**config.mk**
```make
export PLATFORM = sky130hd
export DESIGN_NAME = sfpps_cell
export DESIGN_NICKNAME = d
export VERILOG_FILES = /design/src/hw/rtl/sfpps_pkg.sv /design/src/hw/rtl/sfpps_cell.sv
export SDC_FILE = /design/constraint.sdc
export NUM_CORES = 1
export LEC_CHECK = 0
export BUFFER_PORTS_ARGS = -buffer_cell sky130_fd_sc_hd__buf_2
export CORE_MARGIN = 3
export CORE_UTILIZATION = 40
export CTS_BUF_LIST = sky130_fd_sc_hd__clkbuf_8
export CTS_CLUSTER_SIZE = 16
export DETAILED_ROUTE_END_ITERATION = 12
export PLACE_DENSITY = 0.75
export SYNTH_ARGS = -nofsm -noshare
export SYNTH_HDL_FRONTEND = slang
export SYNTH_SLANG_ARGS = --single-unit
```
**constraint.sdc**
```tcl
create_clock -name clk -period 5.6 [get_ports clk]
set_clock_uncertainty 0.2 [all_clocks]
set_input_delay 1.12 -clock clk [delete_from_list [all_inputs] [get_ports clk]]
set_output_delay 1.12 -clock clk [all_outputs]
set_load 0.01 [all_outputs]
```
**src/hw/rtl/sfpps_pkg.sv**
```systemverilog
// Shared types and codes for the side-filtered price priority sorter.
// Used by sfpps_cell and the top level; depends on nothing.
package sfpps_pkg;

  localparam logic [1:0] OP_LOAD  = 2'd0;
  localparam logic [1:0] OP_FETCH = 2'd1;
  localparam logic [1:0] OP_CLEAR = 2'd2;

  localparam logic REG_TARGET_STOCK = 1'b0;
  localparam logic REG_BUY_SIDE     = 1'b1;

  typedef enum logic [1:0] {
    CELL_HOLD,
    CELL_INSERT,
    CELL_FETCH,
    CELL_CLEAR
  } cell_op_t;

  typedef struct packed {
    cell_op_t op;
    logic     sell;
  } cell_cmd_t;

  typedef enum logic {
    ST_IDLE,
    ST_SELECT
  } state_t;

endpackage

```
**src/hw/rtl/sfpps_cell.sv**
```systemverilog
// One slot of the sorted chain: valid bit, price and remaining units.
// Chain is kept ascending by price, equal prices in load order.
// Depends on sfpps_pkg.
module sfpps_cell #(
  parameter int PRICE_WIDTH    = 32,
  parameter int QUANTITY_WIDTH = 16
) (
  input  logic                      clk,
  input  logic                      rst_n,
  input  sfpps_pkg::cell_cmd_t      cmd,
  input  logic [PRICE_WIDTH-1:0]    new_price,
  input  logic [QUANTITY_WIDTH-1:0] new_qty,
  input  logic [PRICE_WIDTH-1:0]    top_price,
  input  logic                      exh_any,
  input  logic                      lower_valid,
  input  logic [PRICE_WIDTH-1:0]    lower_price,
  input  logic [QUANTITY_WIDTH-1:0] lower_qty,
  input  logic                      lower_gt,
  input  logic                      lower_eq_top,
  input  logic                      upper_valid,
  input  logic [PRICE_WIDTH-1:0]    upper_price,
  input  logic [QUANTITY_WIDTH-1:0] upper_qty,
  output logic                      valid,
  output logic [PRICE_WIDTH-1:0]    price,
  output logic [QUANTITY_WIDTH-1:0] qty,
  output logic                      gt,
  output logic                      eq_top,
  output logic                      exh,
  output logic [PRICE_WIDTH-1:0]    last_price
);

  logic                      valid_r, valid_nxt;
  logic [PRICE_WIDTH-1:0]    price_r, price_nxt;
  logic [QUANTITY_WIDTH-1:0] qty_r, qty_nxt;
  logic                      sel;
  logic                      shift;

  assign valid      = valid_r;
  assign price      = price_r;
  assign qty        = qty_r;
  assign gt         = !valid_r || (price_r > new_price);
  assign eq_top     = valid_r && (price_r == top_price);
  assign last_price = (valid_r && !upper_valid) ? price_r : '0;

  // sell: head of chain; buy: first slot of the top-price run
  assign sel   = cmd.sell ? (valid_r && !lower_valid) : (eq_top && !lower_eq_top);
  assign exh   = sel && (qty_r == QUANTITY_WIDTH'(1));
  assign shift = exh_any && (cmd.sell || eq_top);

  always_comb begin
    valid_nxt = valid_r;
    price_nxt = price_r;
    qty_nxt   = qty_r;
    case (cmd.op)
      sfpps_pkg::CELL_INSERT: begin
        if (gt) begin
          if (lower_gt) begin
            valid_nxt = lower_valid;
            price_nxt = lower_price;
            qty_nxt   = lower_qty;
          end else begin
            valid_nxt = 1'b1;
            price_nxt = new_price;
            qty_nxt   = new_qty;
          end
        end
      end
      sfpps_pkg::CELL_FETCH: begin
        if (shift) begin
          valid_nxt = upper_valid;
          price_nxt = upper_price;
          qty_nxt   = upper_qty;
        end else if (sel) begin
          qty_nxt = qty_r - QUANTITY_WIDTH'(1);
        end
      end
      sfpps_pkg::CELL_CLEAR: begin
        valid_nxt = 1'b0;
      end
      default: begin
      end
    endcase
  end

  always_ff @(posedge clk) begin
    if (!rst_n) begin
      valid_r <= 1'b0;
    end else begin
      valid_r <= valid_nxt;
    end
  end

  always_ff @(posedge clk) begin
    price_r <= price_nxt;
    qty_r   <= qty_nxt;
  end

endmodule

```
Word level (Yosys, flattened, before mapping)
Cells that the tools add are included.
- bits in registers: 49
- input bits: 186
- output and inout bits: 84
- word-level logic and storage cells: 45
- add/subtract/negate cells: 1
- $lt $le $gt $ge: 1
- equal/unequal tests: 8
- mux-type cells: 15
- reductions and logical operators: 17
- operator list (operator ; number):
    32-bit two-way mux ; 4
    16-bit two-way mux ; 4
    32-bit case mux with 2 select lines ; 1
    32-bit == test ; 1
    32-bit greater-than comparator ; 1
    16-bit case mux with 2 select lines ; 1
    16-bit by 1-bit == test with 1-bit output, second input constant ; 1
    16-bit by 1-bit subtractor with 16-bit output, second input constant ; 1
    3-bit AND reduction ; 3
    1-bit logical AND ; 6
    2-bit == test, second input constant ; 2
    1-bit logical NOT ; 4
    1-bit two-way mux ; 4
    2-bit inequality test, second input constant ; 2
    3-bit inequality test, second input constant ; 1
    1-bit case mux with 3 select lines ; 1
    3-bit nonzero test ; 1
    2-bit by 1-bit == test with 1-bit output, second input constant ; 1
    1-bit logical OR ; 2
    2-bit nonzero test ; 1

Longest topological paths before layout
Gate-level depths: netlist (run 1).
- depth in word-level cells: 7
- gate-level depth with buffers: 9
- mapped depth without buffers: 9

Worst setup path before layout (run 1)
No wires, ideal clock.
- path kind: in2reg
- from: input port top_price[20]
- to: register price_r[0], in the netlist price[0], enable pin
- data arrival time: 4032 ps
- required time: 4967 ps
- setup slack: 935 ps
- cell stages on the path: 7
- cell sequence: xnor2_1 nand4_1 or4_4 nor3_4 o21ai_4 buf_6 o22ai_1
- word-level cells in the longest chain between the ends: 6
- RTL lines (item ; line ; text):
    start: declaration ; sfpps_cell.sv:13 ; input logic [PRICE_WIDTH-1:0] top_price,
    32-bit == test ; sfpps_cell.sv:42 ; assign eq_top = valid_r && (price_r == top_price);
    1-bit logical AND ; sfpps_cell.sv:42 ;
    named net eq_top ; sfpps_cell.sv:27 ; output logic eq_top,
    1-bit logical OR ; sfpps_cell.sv:48 ; assign shift = exh_any && (cmd.sell || eq_top);
    1-bit logical AND ; sfpps_cell.sv:48 ;
    2-bit inequality test (no source line) ; -- ;
    3-bit AND reduction (no source line) ; -- ;
    end signal: assignment ; sfpps_cell.sv:94 ; price_r <= price_nxt;
    end: declaration ; sfpps_cell.sv:33 ; logic [PRICE_WIDTH-1:0] price_r, price_nxt;
The timed path passes the listed nets, and every way through them passes these cells.
A chain may end at the register's enable or synchronous reset.

Worst setup path in the final report (run 1)
- from: input port new_price[21]
- to: output port gt
- word-level cells in the longest chain between the ends: 2
- RTL lines (item ; line ; text):
    start: declaration ; sfpps_cell.sv:11 ; input logic [PRICE_WIDTH-1:0] new_price,
    32-bit greater-than comparator ; sfpps_cell.sv:41 ; assign gt = !valid_r || (price_r > new_price);
    1-bit logical OR ; sfpps_cell.sv:41 ;
    end: declaration ; sfpps_cell.sv:26 ; output logic gt,
No other way between the ends.

==> summary.md, run 1 <==
| Metric | Value |
|---|---|
| Hold Path Origin | qty[8] |
| Maximum clock insertion buffer count | 2 |
| Peak supply drop | 0.09443 mV |
| CP Cell Sequence | buf_2, inv_1, ha_1, a21o_1, a21o_1, a21o_1, a221o_1, a211o_1, a21oi_1, nor2_1, buf_2 |
| Yosys Warn Count | 0 |
| Data arrival, critical path | between 3 and 4 ns |
| Antenna fix cells | 0 |
| # rows | 38 |
| DR pass1 iterations | 4 |
| Met2 usage | 41.89% |
| Met1 usage | slightly above 30% |
| Die H | 112.0 um |
| Critical Path Start | new_price[21] |
| Vias in the first global route | between 4000 and 5000 |
| Met3 Usage GRT | roughly 3.2% |
| Port Buffers | about 270 |
| Most frequent cells in the layout | buf_2, edfxtp_1, nand2_1 |
| First-pass GRT wire length | about 24 mm |
| Max Cap Viol | 0 |
| Nets | 952 |
| CTS clk-pin slew, worst paths | ~0.09 ns |
| Hold Path Class | reg -> reg |
| Post-CTS setup buffers | 0 |
| Gr busiest metal | met2 |
| Worst Setup Start Kind | input port |
| # DRC | 0 |
| Number of synthesized register bits | 49 |
| Syn-to-layout area delta | 34.23% |
| Setup tns final | 0 ns |
| RSZ-0062 raised after global routing | no |
| Worst-margin pin slew | about 1.0 ns |
| Initial antenna violation count | 0 |
| CTS tree | yes |
| Fin. max-slew vios | 0 |
| P_leak | between 2 and 3 nW |
| Yosys cell types | 48 |
| Depth of the CTS H-tree | 2 |
| Grt total ovfl | 0 |
| Most used DFF post-synth | edfxtp_1 |
| Sequential share of the synthesized area | about a third |
| Die area | 0.01254 mm^2 |
| RePlAce Congestion | 0.9173 |
| Status | complete, no violations |
| Tot GR Track Use | about a quarter |
| Syn_area_per_cell | 9.417 um^2 |
| CP endpoint kind | output port |
| PostCTS Resize Cnt | 0 |
| Initial DRC count | 250 |
| CP dominant cell by count | a21o_1 |
| Worst skew pair latency | around 0.30 ns |
| Hold Violations, Final | 0 |
| Syn Nets | 697 |
| Final Power | between 1 and 1.5 mW |
| Period utilization | between 80% and 90% |
| Crit Path Category | in -> out |
| Critical path's largest stage delay | 0.39 ns |
| Min Tclk post-route | 4.682 ns |
| Post-route ant nets | 0 |
| Flop-to-flop setup slack | a little over 2 ns |
| Largest net degree at the start of global routing | approximately 50 |
| Post-synth ARST share | 0% |
| Via count | around 4600 |
| WP buf/inv | 3 |
| Fraction of layout cells with a size suffix above 1 | 40.79% |
| Clock sinks | 49 |
| Fillers | roughly 990 |
| Clock Tree Root | clkbuf_8 |
| Initial Utilization | 41.25% |
| Cell count after synthesis | between 400 and 500 |
| Total core area | roughly 0.011 mm^2 |
| Mapped Area | approximately 0.0045 mm^2 |
| CP delay by family, top | compound AO/OA/AOI/OAI gates |
| Max Freq | 213.6 MHz |
| Crit path required time | approximately 4.3 ns |
| Hold_buf cts | 0 |
| PwrDens | 169.7 mW/mm^2 |
| Setup-failing EPs final | 0 |
| Most common cell after layout, fill and taps aside | buf_2 |
| EDFF count, synth | between 40 and 50 |
| Routed Wire Length | around 16 mm |
| Vias/cell | around 5.3 |
| Slew margin rel. | between 20% and 30% |
| WL per Instance | about 18 um |
| HPWL Detailed | approximately 13 mm |
| I/O pin total | 270 |
| Die width | 112.0 um |
| RR Startpoint | price[27] |
| Slowest cell on crit path | a21oi_1 |
| Critical path fanouts, max | 4 |
| Num CTS Buffers | 5 |
[state kept, by name, indices dropped and copies added (netlist names)]
signal	count
qty	16
price	32
valid	1
[worst reg2reg max path, delay by kind of cell, from the launching register on]
| kind | cells | cell delay (ns) |
|---|---|---|
| DFF | 1 | 0.51 |
| buffers and inverters | 1 | 0.38 |
| xor gates and xnor gates | 1 | 0.25 |
| AOI/OAI and AO/OA | 2 | 0.92 |
| and+or+nand+nor | 3 | 0.98 |
[where the power goes]
part	total [mW]	switching (mW)	internal (mW)	leakage, nW
clock network	0.204	0.120	0.0838	0.0519
logic	0.338	0.175	0.163	2.45
registers	0.481	0.0394	0.442	0.462
total	1.02	0.335	0.689	2.96
[logic make-up after synthesis]
group	share of synthesized area, %
and+or+nand+nor	19.53
AOI/OAI and AO/OA	16.41
xor gates and xnor gates	8.579
DFF	32.53
buffers and inverters	5.459
adders and majority gates	9.471
muxes	8.022
[synthesized netlist by cell type (2+ instances only)]
master / number / area [um^2]
a211oi_1: 13 / 97.59
a21o_1: 13 / 97.59
a21oi_1: 9 / 45.04
a311oi_2: 12 / 180.2
and2_1: 31 / 193.9
and3_1: 2 / 12.51
and4_1: 4 / 35.03
buf_1: 3 / 11.26
buf_6: 3 / 33.78
clkbuf_1: 18 / 67.56
edfxtp_1: 48 / 1441
ha_1: 34 / 425.4
inv_1: 34 / 127.6
mux2i_1: 36 / 360.4
nand2_1: 42 / 157.7
nand3_1: 2 / 10.01
nand3b_1: 2 / 15.01
nand4_1: 11 / 68.82
nor2_1: 8 / 30.03
nor2b_1: 18 / 112.6
nor3_1: 18 / 90.09
nor4_1: 9 / 56.30
o21a_1: 2 / 15.01
o21ai_0: 34 / 170.2
o22ai_1: 2 / 12.51
o311a_1: 3 / 30.03
o31ai_1: 2 / 15.01
or3_1: 2 / 12.51
xnor2_1: 26 / 227.7
xor2_1: 18 / 157.7
[per-layer routing]
layer	routed length, um	vias to the layer above
met1	6396	2144
met2	7957	185
li1	-	2250
met4	279	0
met5	0	-
met3	937	20
[cell type report]
cell class | count | area (um^2) | share of cell area [%]
multi-input combinational | 369 | 2809 | 46.59
sequential | 49 | 1461 | 24.24
timing repair buffer | 273 | 1376 | 22.83
tap | 140 | 175.2 | 2.905
inverter | 34 | 127.6 | 2.117
clock buffer | 5 | 68.82 | 1.141
clock inverter | 3 | 11.26 | 0.1868
[per-stage QoR]
stage / utilization (%) / instances / hold slack, ns / area, um^2 / setup WS, ns
6_report: 55.38 / 873 / 0.6121 / 6030 / 0.9176
5_1_grt: 55.38 / 873 / 0.6606 / 6030 / 0.7410
4_1_cts: 55.38 / 873 / 0.6094 / 6030 / 0.9080
3_5_place_dp: 54.64 / 865 / 0.5855 / 5949 / 0.9228
3_3_place_gp: 54.64 / 865 / 0.5593 / 5949 / 0.9349
2_1_floorplan: - / 477 / 0.5644 / 4492 / 0.9351
[final timing paths]
path              cells past startpoint        to
setup / recovery                     11        gt
hold / removal                        3    qty[8]
setup reg to reg                      7  price[0]
hold reg to reg                       3    qty[8]
Note: power is estimated with default switching activity, not from simulation.
==> inputs of run 2 (changes only) <==
--- a/config.mk
+++ b/config.mk
@@ -5,13 +5,14 @@
 export SDC_FILE = /design/constraint.sdc
 export NUM_CORES = 1
 export LEC_CHECK = 0
+export ABC_AREA = 1
 export BUFFER_PORTS_ARGS = -buffer_cell sky130_fd_sc_hd__buf_2
 export CORE_MARGIN = 3
 export CORE_UTILIZATION = 40
 export CTS_BUF_LIST = sky130_fd_sc_hd__clkbuf_8
 export CTS_CLUSTER_SIZE = 16
 export DETAILED_ROUTE_END_ITERATION = 12
-export PLACE_DENSITY = 0.75
+export PLACE_DENSITY = 0.73
 export SYNTH_ARGS = -nofsm -noshare
 export SYNTH_HDL_FRONTEND = slang
 export SYNTH_SLANG_ARGS = --single-unit
==> constraint.sdc (replaced) <==
create_clock -name clk -period 4.69 [get_ports clk]
set_clock_uncertainty 0.2 [all_clocks]
set_input_delay 0.938 -clock clk [delete_from_list [all_inputs] [get_ports clk]]
set_output_delay 0.938 -clock clk [all_outputs]
set_load 0.01 [all_outputs]
==> run 2 against run 1 <==
  * Worst setup slack worse by 0.047 ns
  * Combinational power is 36% higher
  * Register-to-register slack worse by 0.46 ns
  * Non-clock buffer count is 2 higher
  * Sequential share of layout area is 2.0 points lower
  * Area after synthesis is 11% higher
  * Core utilization is 0.98 points lower
==> summary.md, run 2 <==
| Metric | Value |
|---|---|
| Peak supply drop | 0.09886 mV (+4.7%) |
| Count leader, synth | nand2_1 |
| Maximum clock insertion buffer count | 2 (unchanged) |
| FF-to-FF path depth | 12 (+5) |
| Area leader, netlist | edfxtp_1 |
| Initial Utilization | 41.17% (-0.083 points) |
| Reg-to-reg endpoint | price[31] |
| Tot GR Track Use | 25.08% (+1.6 points) |
| Vias in the first global route | 5636 (+23%) |
| Clock sinks | 49 (unchanged) |
| Die width | 117.4 um (+4.9%) |
| Yosys Warn Count | 0 (unchanged) |
| Fillers | 1275 (+28%) |
| Grt total ovfl | 0 (unchanged) |
| PwrDens | 196.2 mW/mm^2 (+16%) |
| Synth cell count leaders | nand2_1, nor2_1, inv_1 |
| CP endpoint | exh |
| Most frequent cells in the layout | buf_2, nand2_1, nor2_1 |
| First-pass GRT wire length | 27.95 mm (+18%) |
| Max Freq | ~260 MHz |
| CTS tree | yes |
| RSZ-0062 raised after global routing | no |
| Most common cell after layout, fill and taps aside | buf_2 |
| CTS clk-pin slew, worst paths | 0.09 ns (about the same) |
| Setup-failing EPs final | 0 (unchanged) |
| DP Area | 0.006481 mm^2 (+8.9%) |
| Crit path required time | 3.55 ns (-0.73 ns) |
| HPWL Detailed | 14.42 mm (+13%) |
| Fraction of layout cells with a size suffix above 1 | 32.90% (-7.9 points) |
| Clock Tree Root | clkbuf_8 |
| Hold_buf cts | 0 (unchanged) |
| Die area | 0.01379 mm^2 (+10%) |
| Worst Setup Start Kind | input port |
| Initial antenna violation count | 0 (unchanged) |
| Period utilization | 81.43% |
| FF+latch area | 0.001461 mm^2 (unchanged) |
| Vias/cell | 4.930 (-6.4%) |
| Slowest cell on crit path | xnor2_1 |
| Port Buffers | 269 (unchanged) |
| Number of synthesized register bits | 49 (unchanged) |
| Syn Nets | 962 (+38%) |
| P_leak | 3.561 nW (+20%) |
| Fin. max-slew vios | 0 (unchanged) |
| Die H | 117.4 um (+4.9%) |
| Mapped Area | 0.004966 mm^2 (+11%) |
| CP endpoint kind | output port |
| Final WS setup | 0.8709 ns (-0.04671 ns) |
| WL per Instance | 15.15 um (-15%) |
| Area contributors post-synth | edfxtp_1, nand2_1, nor2_1 |
| Post-synth ARST share | 0% (unchanged) |
| I/O pin total | 270 (unchanged) |
| EDFF count, synth | 48 (unchanged) |
| RePlAce Congestion | 0.9521 (+3.8%) |
| Cell count after synthesis | 742 (+56%) |
| Post-route ant nets | 0 (unchanged) |
| Setup WS pre-CTS | 0.8159 ns (-0.1069 ns) |
| Post-synth top area share | 29.02% (-3.1 points) |
| Flop-to-flop setup slack | 1.58 ns (-0.46 ns) |
| Worst skew pair latency | 0.33 ns (+0.03 ns) |
| Largest net degree at the start of global routing | 49 (unchanged) |
| Nets | 1222 (+28%) |
| RR Startpoint | price[30] |
| Slew margin rel. | 39.80% (+10 points) |
| Depth of the CTS H-tree | 2 (unchanged) |
| Num CTS Buffers | 5 (unchanged) |
| Antenna fix cells | 0 (unchanged) |
| # rows | 40 (+5.3%) |
| Setup tns final | 0 ns (unchanged) |
| Yosys cell types | 39 (-19%) |
| Final instance area | 0.006561 mm^2 (+8.8%) |
| Syn-to-layout area delta | 32.12% |
| Post-CTS setup buffers | 0 (unchanged) |
| Hold Path Class | reg -> reg |
| Area occupied by multi-input gates | 0.002944 mm^2 (+4.8%) |
| Worst-margin pin slew | 0.8974 ns (-0.1504 ns) |
| Min Tclk post-route | 3.819 ns |
| Via count | 5773 (+26%) |
| Initial DRC count | 367 (+47%) |
| Critical path fanouts, max | 2 (-2) |
| PostCTS Resize Cnt | 0 (unchanged) |
| Status | complete, no violations |
| CP Cell Sequence | buf_2, xnor2_1, nand2_1, nor2_1, nand2_1, nor2_2, nand3_2, o21ai_0, inv_1, nor4_1, buf_2 |
| Sequential share of the synthesized area | 29.43% (-3.1 points) |
| Crit Path Category | in -> out |
| Data arrival, critical path | 2.68 ns (-0.68 ns) |
| Max Cap Viol | 0 (unchanged) |
| Critical Path Start | top_price[6] |
| Max reg flops | 32 (unchanged) |
| Critical path's largest stage delay | 0.31 ns (-0.08 ns) |
| DR pass1 iterations | 5 (+1) |
| Total core area | 0.01206 mm^2 (+11%) |
| # DRC | 0 (unchanged) |
| Hold Violations, Final | 0 (unchanged) |
| Syn_area_per_cell | 6.693 um^2 (-29%) |
| Routed Wire Length | 17.74 mm (+14%) |
| Most used DFF post-synth | edfxtp_1 |
[run 2: cell types whose count changed after synthesis, sizes merged, moves of 17 or more]
cell / before / now
and2: 32 / 0
nor2b: 18 / 0
nand2: 42 / 181
nand3: 2 / 20
mux2i: 36 / 0
inv: 34 / 120
nor2: 8 / 145
nor3: 19 / 2
a21oi: 9 / 80
[run 2: through the flow]
step	hold WS (ns)	std cells	util [%]	total power [mW]
2_1_floorplan	0.4476	742	-	0.8274
3_3_place_gp	0.4833	1163	53.73	1.029
3_5_place_dp	0.4887	1163	53.73	1.035
4_1_cts	0.5021	1171	54.40	1.299
5_1_grt	0.5189	1171	54.40	1.373
6_report	0.4958	1171	54.40	1.287
[run 2: worst min path at each step]
stage	start	to	slack, ns	cells past startpoint
floorplan	valid	valid	0.45	4
global placement	qty[0]	qty[0]	0.48	1
detailed placement	qty[0]	qty[0]	0.49	1
CTS	qty[0]	qty[0]	0.50	1
global route	qty[0]	qty[0]	0.52	1
finish	qty[0]	qty[0]	0.50	1
[run 2: cell families (layout without fill, tap and decap cells)]
logic type,Yosys count,count (layout),synth area share [%]
AO/OA/AOI/OAI,128,128,14.99
adder cells (fa/ha/maj),34,34,8.566
AND/OR/NAND/NOR,368,368,32.20
XOR/XNOR,20,20,3.527
buffers and inverters,143,404,11.29
flip-flops,49,49,29.43
[run 2: critical path: cells and delay by family]
kind | cells | cell delay [ns]
XOR/XNOR | 1 | 0.31
AND/OR/NAND/NOR | 6 | 0.77
AO/OA/AOI/OAI | 1 | 0.27
buffers and inverters | 3 | 0.39
[run 2: cell type report]
cell class,count,area share [%]
multi-input cells,550,44.87
flip-flops and latches,49,22.27
repair buffers,275,21.40
inverters,121,7.037
well taps,168,3.204
clock buffers,5,1.049
clock inverters,3,0.1716
[run 2: routing by layer]
layer  routed length [um]  vias to the layer above  GRT usage, %
met5                    0                        -             0
met4                  416                        0         8.284
met2                 8302                      275         42.74
met1                 7459                     2571         31.12
met3                 1558                       28         6.220
li1                     -                     2899             -
[run 2: power by group]
group / switching [mW] / internal, mW / leakage (nW) / total [mW]
registers: 0.0410 / 0.526 / 0.462 / 0.567
logic: 0.266 / 0.193 / 3.05 / 0.459
clock network: 0.160 / 0.100 / 0.0519 / 0.260
total: 0.468 / 0.820 / 3.56 / 1.29
==> inputs of run 3 (changes only) <==
==> constraint.sdc (replaced) <==
create_clock -name clk -period 3.95 [get_ports clk]
set_clock_uncertainty 0.2 [all_clocks]
set_input_delay 0.79 -clock clk [delete_from_list [all_inputs] [get_ports clk]]
set_output_delay 0.79 -clock clk [all_outputs]
set_load 0.01 [all_outputs]
==> run 3 against run 2 <==
  * Flip-flop and latch count unchanged
  * First-iteration DRC count up 1.4%
  * Sequential share of layout area down 0.10 points
  * Clock-buffer cell count unchanged
  * Combinational power up 19%
  * Wire length up 1.3%
  * Clock power up 47%
==> summary.md, run 3 (synthesized netlist as in run 2, its figures left out) <==
| Metric | Value |
|---|---|
| First-pass GRT wire length | 28.62 mm (+2.4%) |
| Post-CTS setup buffers | 0 (unchanged) |
| Max Freq | about 290 MHz |
| Syn-to-layout area delta | 32.73% |
| Routed Wire Length | 17.97 mm (+1.3%) |
| Num CTS Buffers | 5 (unchanged) |
| PostCTS Resize Cnt | 0 (unchanged) |
| Period utilization | between 80 and 90% |
| Fin. max-slew vios | 0 (unchanged) |
| Worst Setup Start Kind | input port |
| Antenna fix cells | 0 (unchanged) |
| Depth of the CTS H-tree | 2 (unchanged) |
| Setup tns final | 0 ns (unchanged) |
| PwrDens | 243.1 mW/mm^2 (+24%) |
| Most common cell after layout, fill and taps aside | buf_2 |
| Hold_buf cts | 0 (unchanged) |
| Worst skew pair latency | 0.33 ns (about the same) |
| Total core area | 0.01206 mm^2 (unchanged) |
| Data arrival, critical path | 2.46 ns (-0.22 ns) |
| Vias in the first global route | 5640 (+0.071%) |
| Critical path fanouts, max | 2 (unchanged) |
| # rows | 40 (unchanged) |
| Final instance area | 0.006591 mm^2 (+0.46%) |
| Min Tclk post-route | 3.451 ns |
| Setup-failing EPs final | 0 (unchanged) |
| RePlAce Congestion | 0.9203 (-3.3%) |
| Fraction of layout cells with a size suffix above 1 | 33.23% (+0.33 points) |
| Internal Power | 1.039 mW (+27%) |
| Crit Path Category | in -> out |
| Via count | 5796 (+0.40%) |
| Largest net degree at the start of global routing | 33 (-33%) |
| Initial DRC count | 372 (+1.4%) |
| Nets | 1224 (+0.16%) |
| Peak supply drop | 0.1432 mV (+45%) |
| Vias/cell | 4.941 (+0.23%) |
| I/O pin total | 270 (unchanged) |
| DP Area | 0.006484 mm^2 (about the same) |
| Die width | 117.4 um (unchanged) |
| Initial Utilization | 41.17% (unchanged) |
| Logic pwr share | 34.1% (-1.6 points) |
| P_leak | 3.574 nW (+0.38%) |
| Switch Pwr | 0.5630 mW (+20%) |
| Worst-margin pin slew | 0.6883 ns (-0.2091 ns) |
| # DRC | 0 (unchanged) |
| Crit path required time | 2.96 ns (-0.59 ns) |
| Post-route ant nets | 0 (unchanged) |
| Clock sinks | 49 (unchanged) |
| WL per Instance | 15.32 um (+1.1%) |
| CTS clk-pin slew, worst paths | 0.10 ns (about the same) |
| Max Cap Viol | 0 (unchanged) |
| Die H | 117.4 um (unchanged) |
| Hold Violations, Final | 0 (unchanged) |
| Slew margin rel. | 54.06% (+14 points) |
| Clock Tree Root | clkbuf_8 |
| Part of the power in registers | 42.1% (-2.0 points) |
| Flop-to-flop setup slack | 1.06 ns (-0.52 ns) |
| Max reg flops | 32 (unchanged) |
| Tot GR Track Use | 25.66% (+0.58 points) |
| Hold Path Class | in -> reg |
| Sw frac | 35.14% (-1.2 points) |
| HPWL Detailed | 14.50 mm (+0.55%) |
| CTS tree | yes |
| Clock group share of total power | 23.9% (+3.7 points) |
| Grt total ovfl | 0 (unchanged) |
| Initial antenna violation count | 0 (unchanged) |
| Most frequent cells in the layout | buf_2, nand2_1, nor2_1 |
| CP endpoint kind | output port |
| RSZ-0062 raised after global routing | no |
| Die area | 0.01379 mm^2 (unchanged) |
| Maximum clock insertion buffer count | 2 (unchanged) |
| Status | complete, no violations |
| Port Buffers | 269 (unchanged) |
| DR pass1 iterations | 5 (unchanged) |
[run 3: changes by cell type in the layout (fill, tap and decap cells not counted)]
cell	change
buf_4	+3
buf_12	-1
bufinv_16	+1
clkinv_2	+1
inv_1	-2
[run 3: path summary, 6_finish.rpt]
path | from | endpoint | depth (start not counted)
max | top_price[6] | exh | 11
min | rst_n | valid | 3
max reg2reg | price[6] | qty[0] | 13
min reg2reg | qty[0] | qty[0] | 1
[run 3: layout make-up]
cell class	count	area [um^2]
timing repair buffer	277	1406
multi-input combinational	550	2944
clock inverter	3	38.79
fill	1270	5470
tap	168	210.2
clock buffer	5	68.82
sequential	49	1461
inverter	121	461.7
[run 3: power by group through the flow]
stage / logic (mW) / clock network (mW) / registers [mW]
2_1_floorplan: 0.293 / 0 / 0.689
3_3_place_gp: 0.538 / 0 / 0.684
3_5_place_dp: 0.544 / 0 / 0.686
4_1_cts: 0.548 / 0.389 / 0.674
5_1_grt: 0.619 / 0.404 / 0.682
6_report: 0.546 / 0.382 / 0.674
[run 3: worst max-delay path: stages]
cell	delay, ns
buf_2	0.10
xnor2_1	0.30
nand2_1	0.09
nor2_1	0.11
nand2_1	0.07
nor2_2	0.09
nand3_2	0.11
o21ai_0	0.22
inv_1	0.10
nor4_1	0.28
buf_2	0.21
[run 3: stage by stage]
step | instances | setup WS (ns) | power (mW) | utilization [%] | hold slack (ns)
2_1_floorplan | 742 | 0.7773 | 0.9824 | - | 0.4476
3_3_place_gp | 1165 | 0.5532 | 1.222 | 53.76 | 0.4788
3_5_place_dp | 1165 | 0.4750 | 1.230 | 53.76 | 0.4844
4_1_cts | 1173 | 0.4734 | 1.610 | 54.65 | 0.4822
5_1_grt | 1173 | 0.3553 | 1.705 | 54.65 | 0.5088
6_report | 1173 | 0.4995 | 1.602 | 54.65 | 0.4861
[run 3: metal layers]
metal / up-vias / routed length, um / GRT usage [%]
met5: - / 0 / 0
met4: 0 / 363 / 6.965
met3: 26 / 1469 / 5.689
li1: 2908 / - / -
met2: 266 / 8524 / 43.93
met1: 2596 / 7613 / 32.73
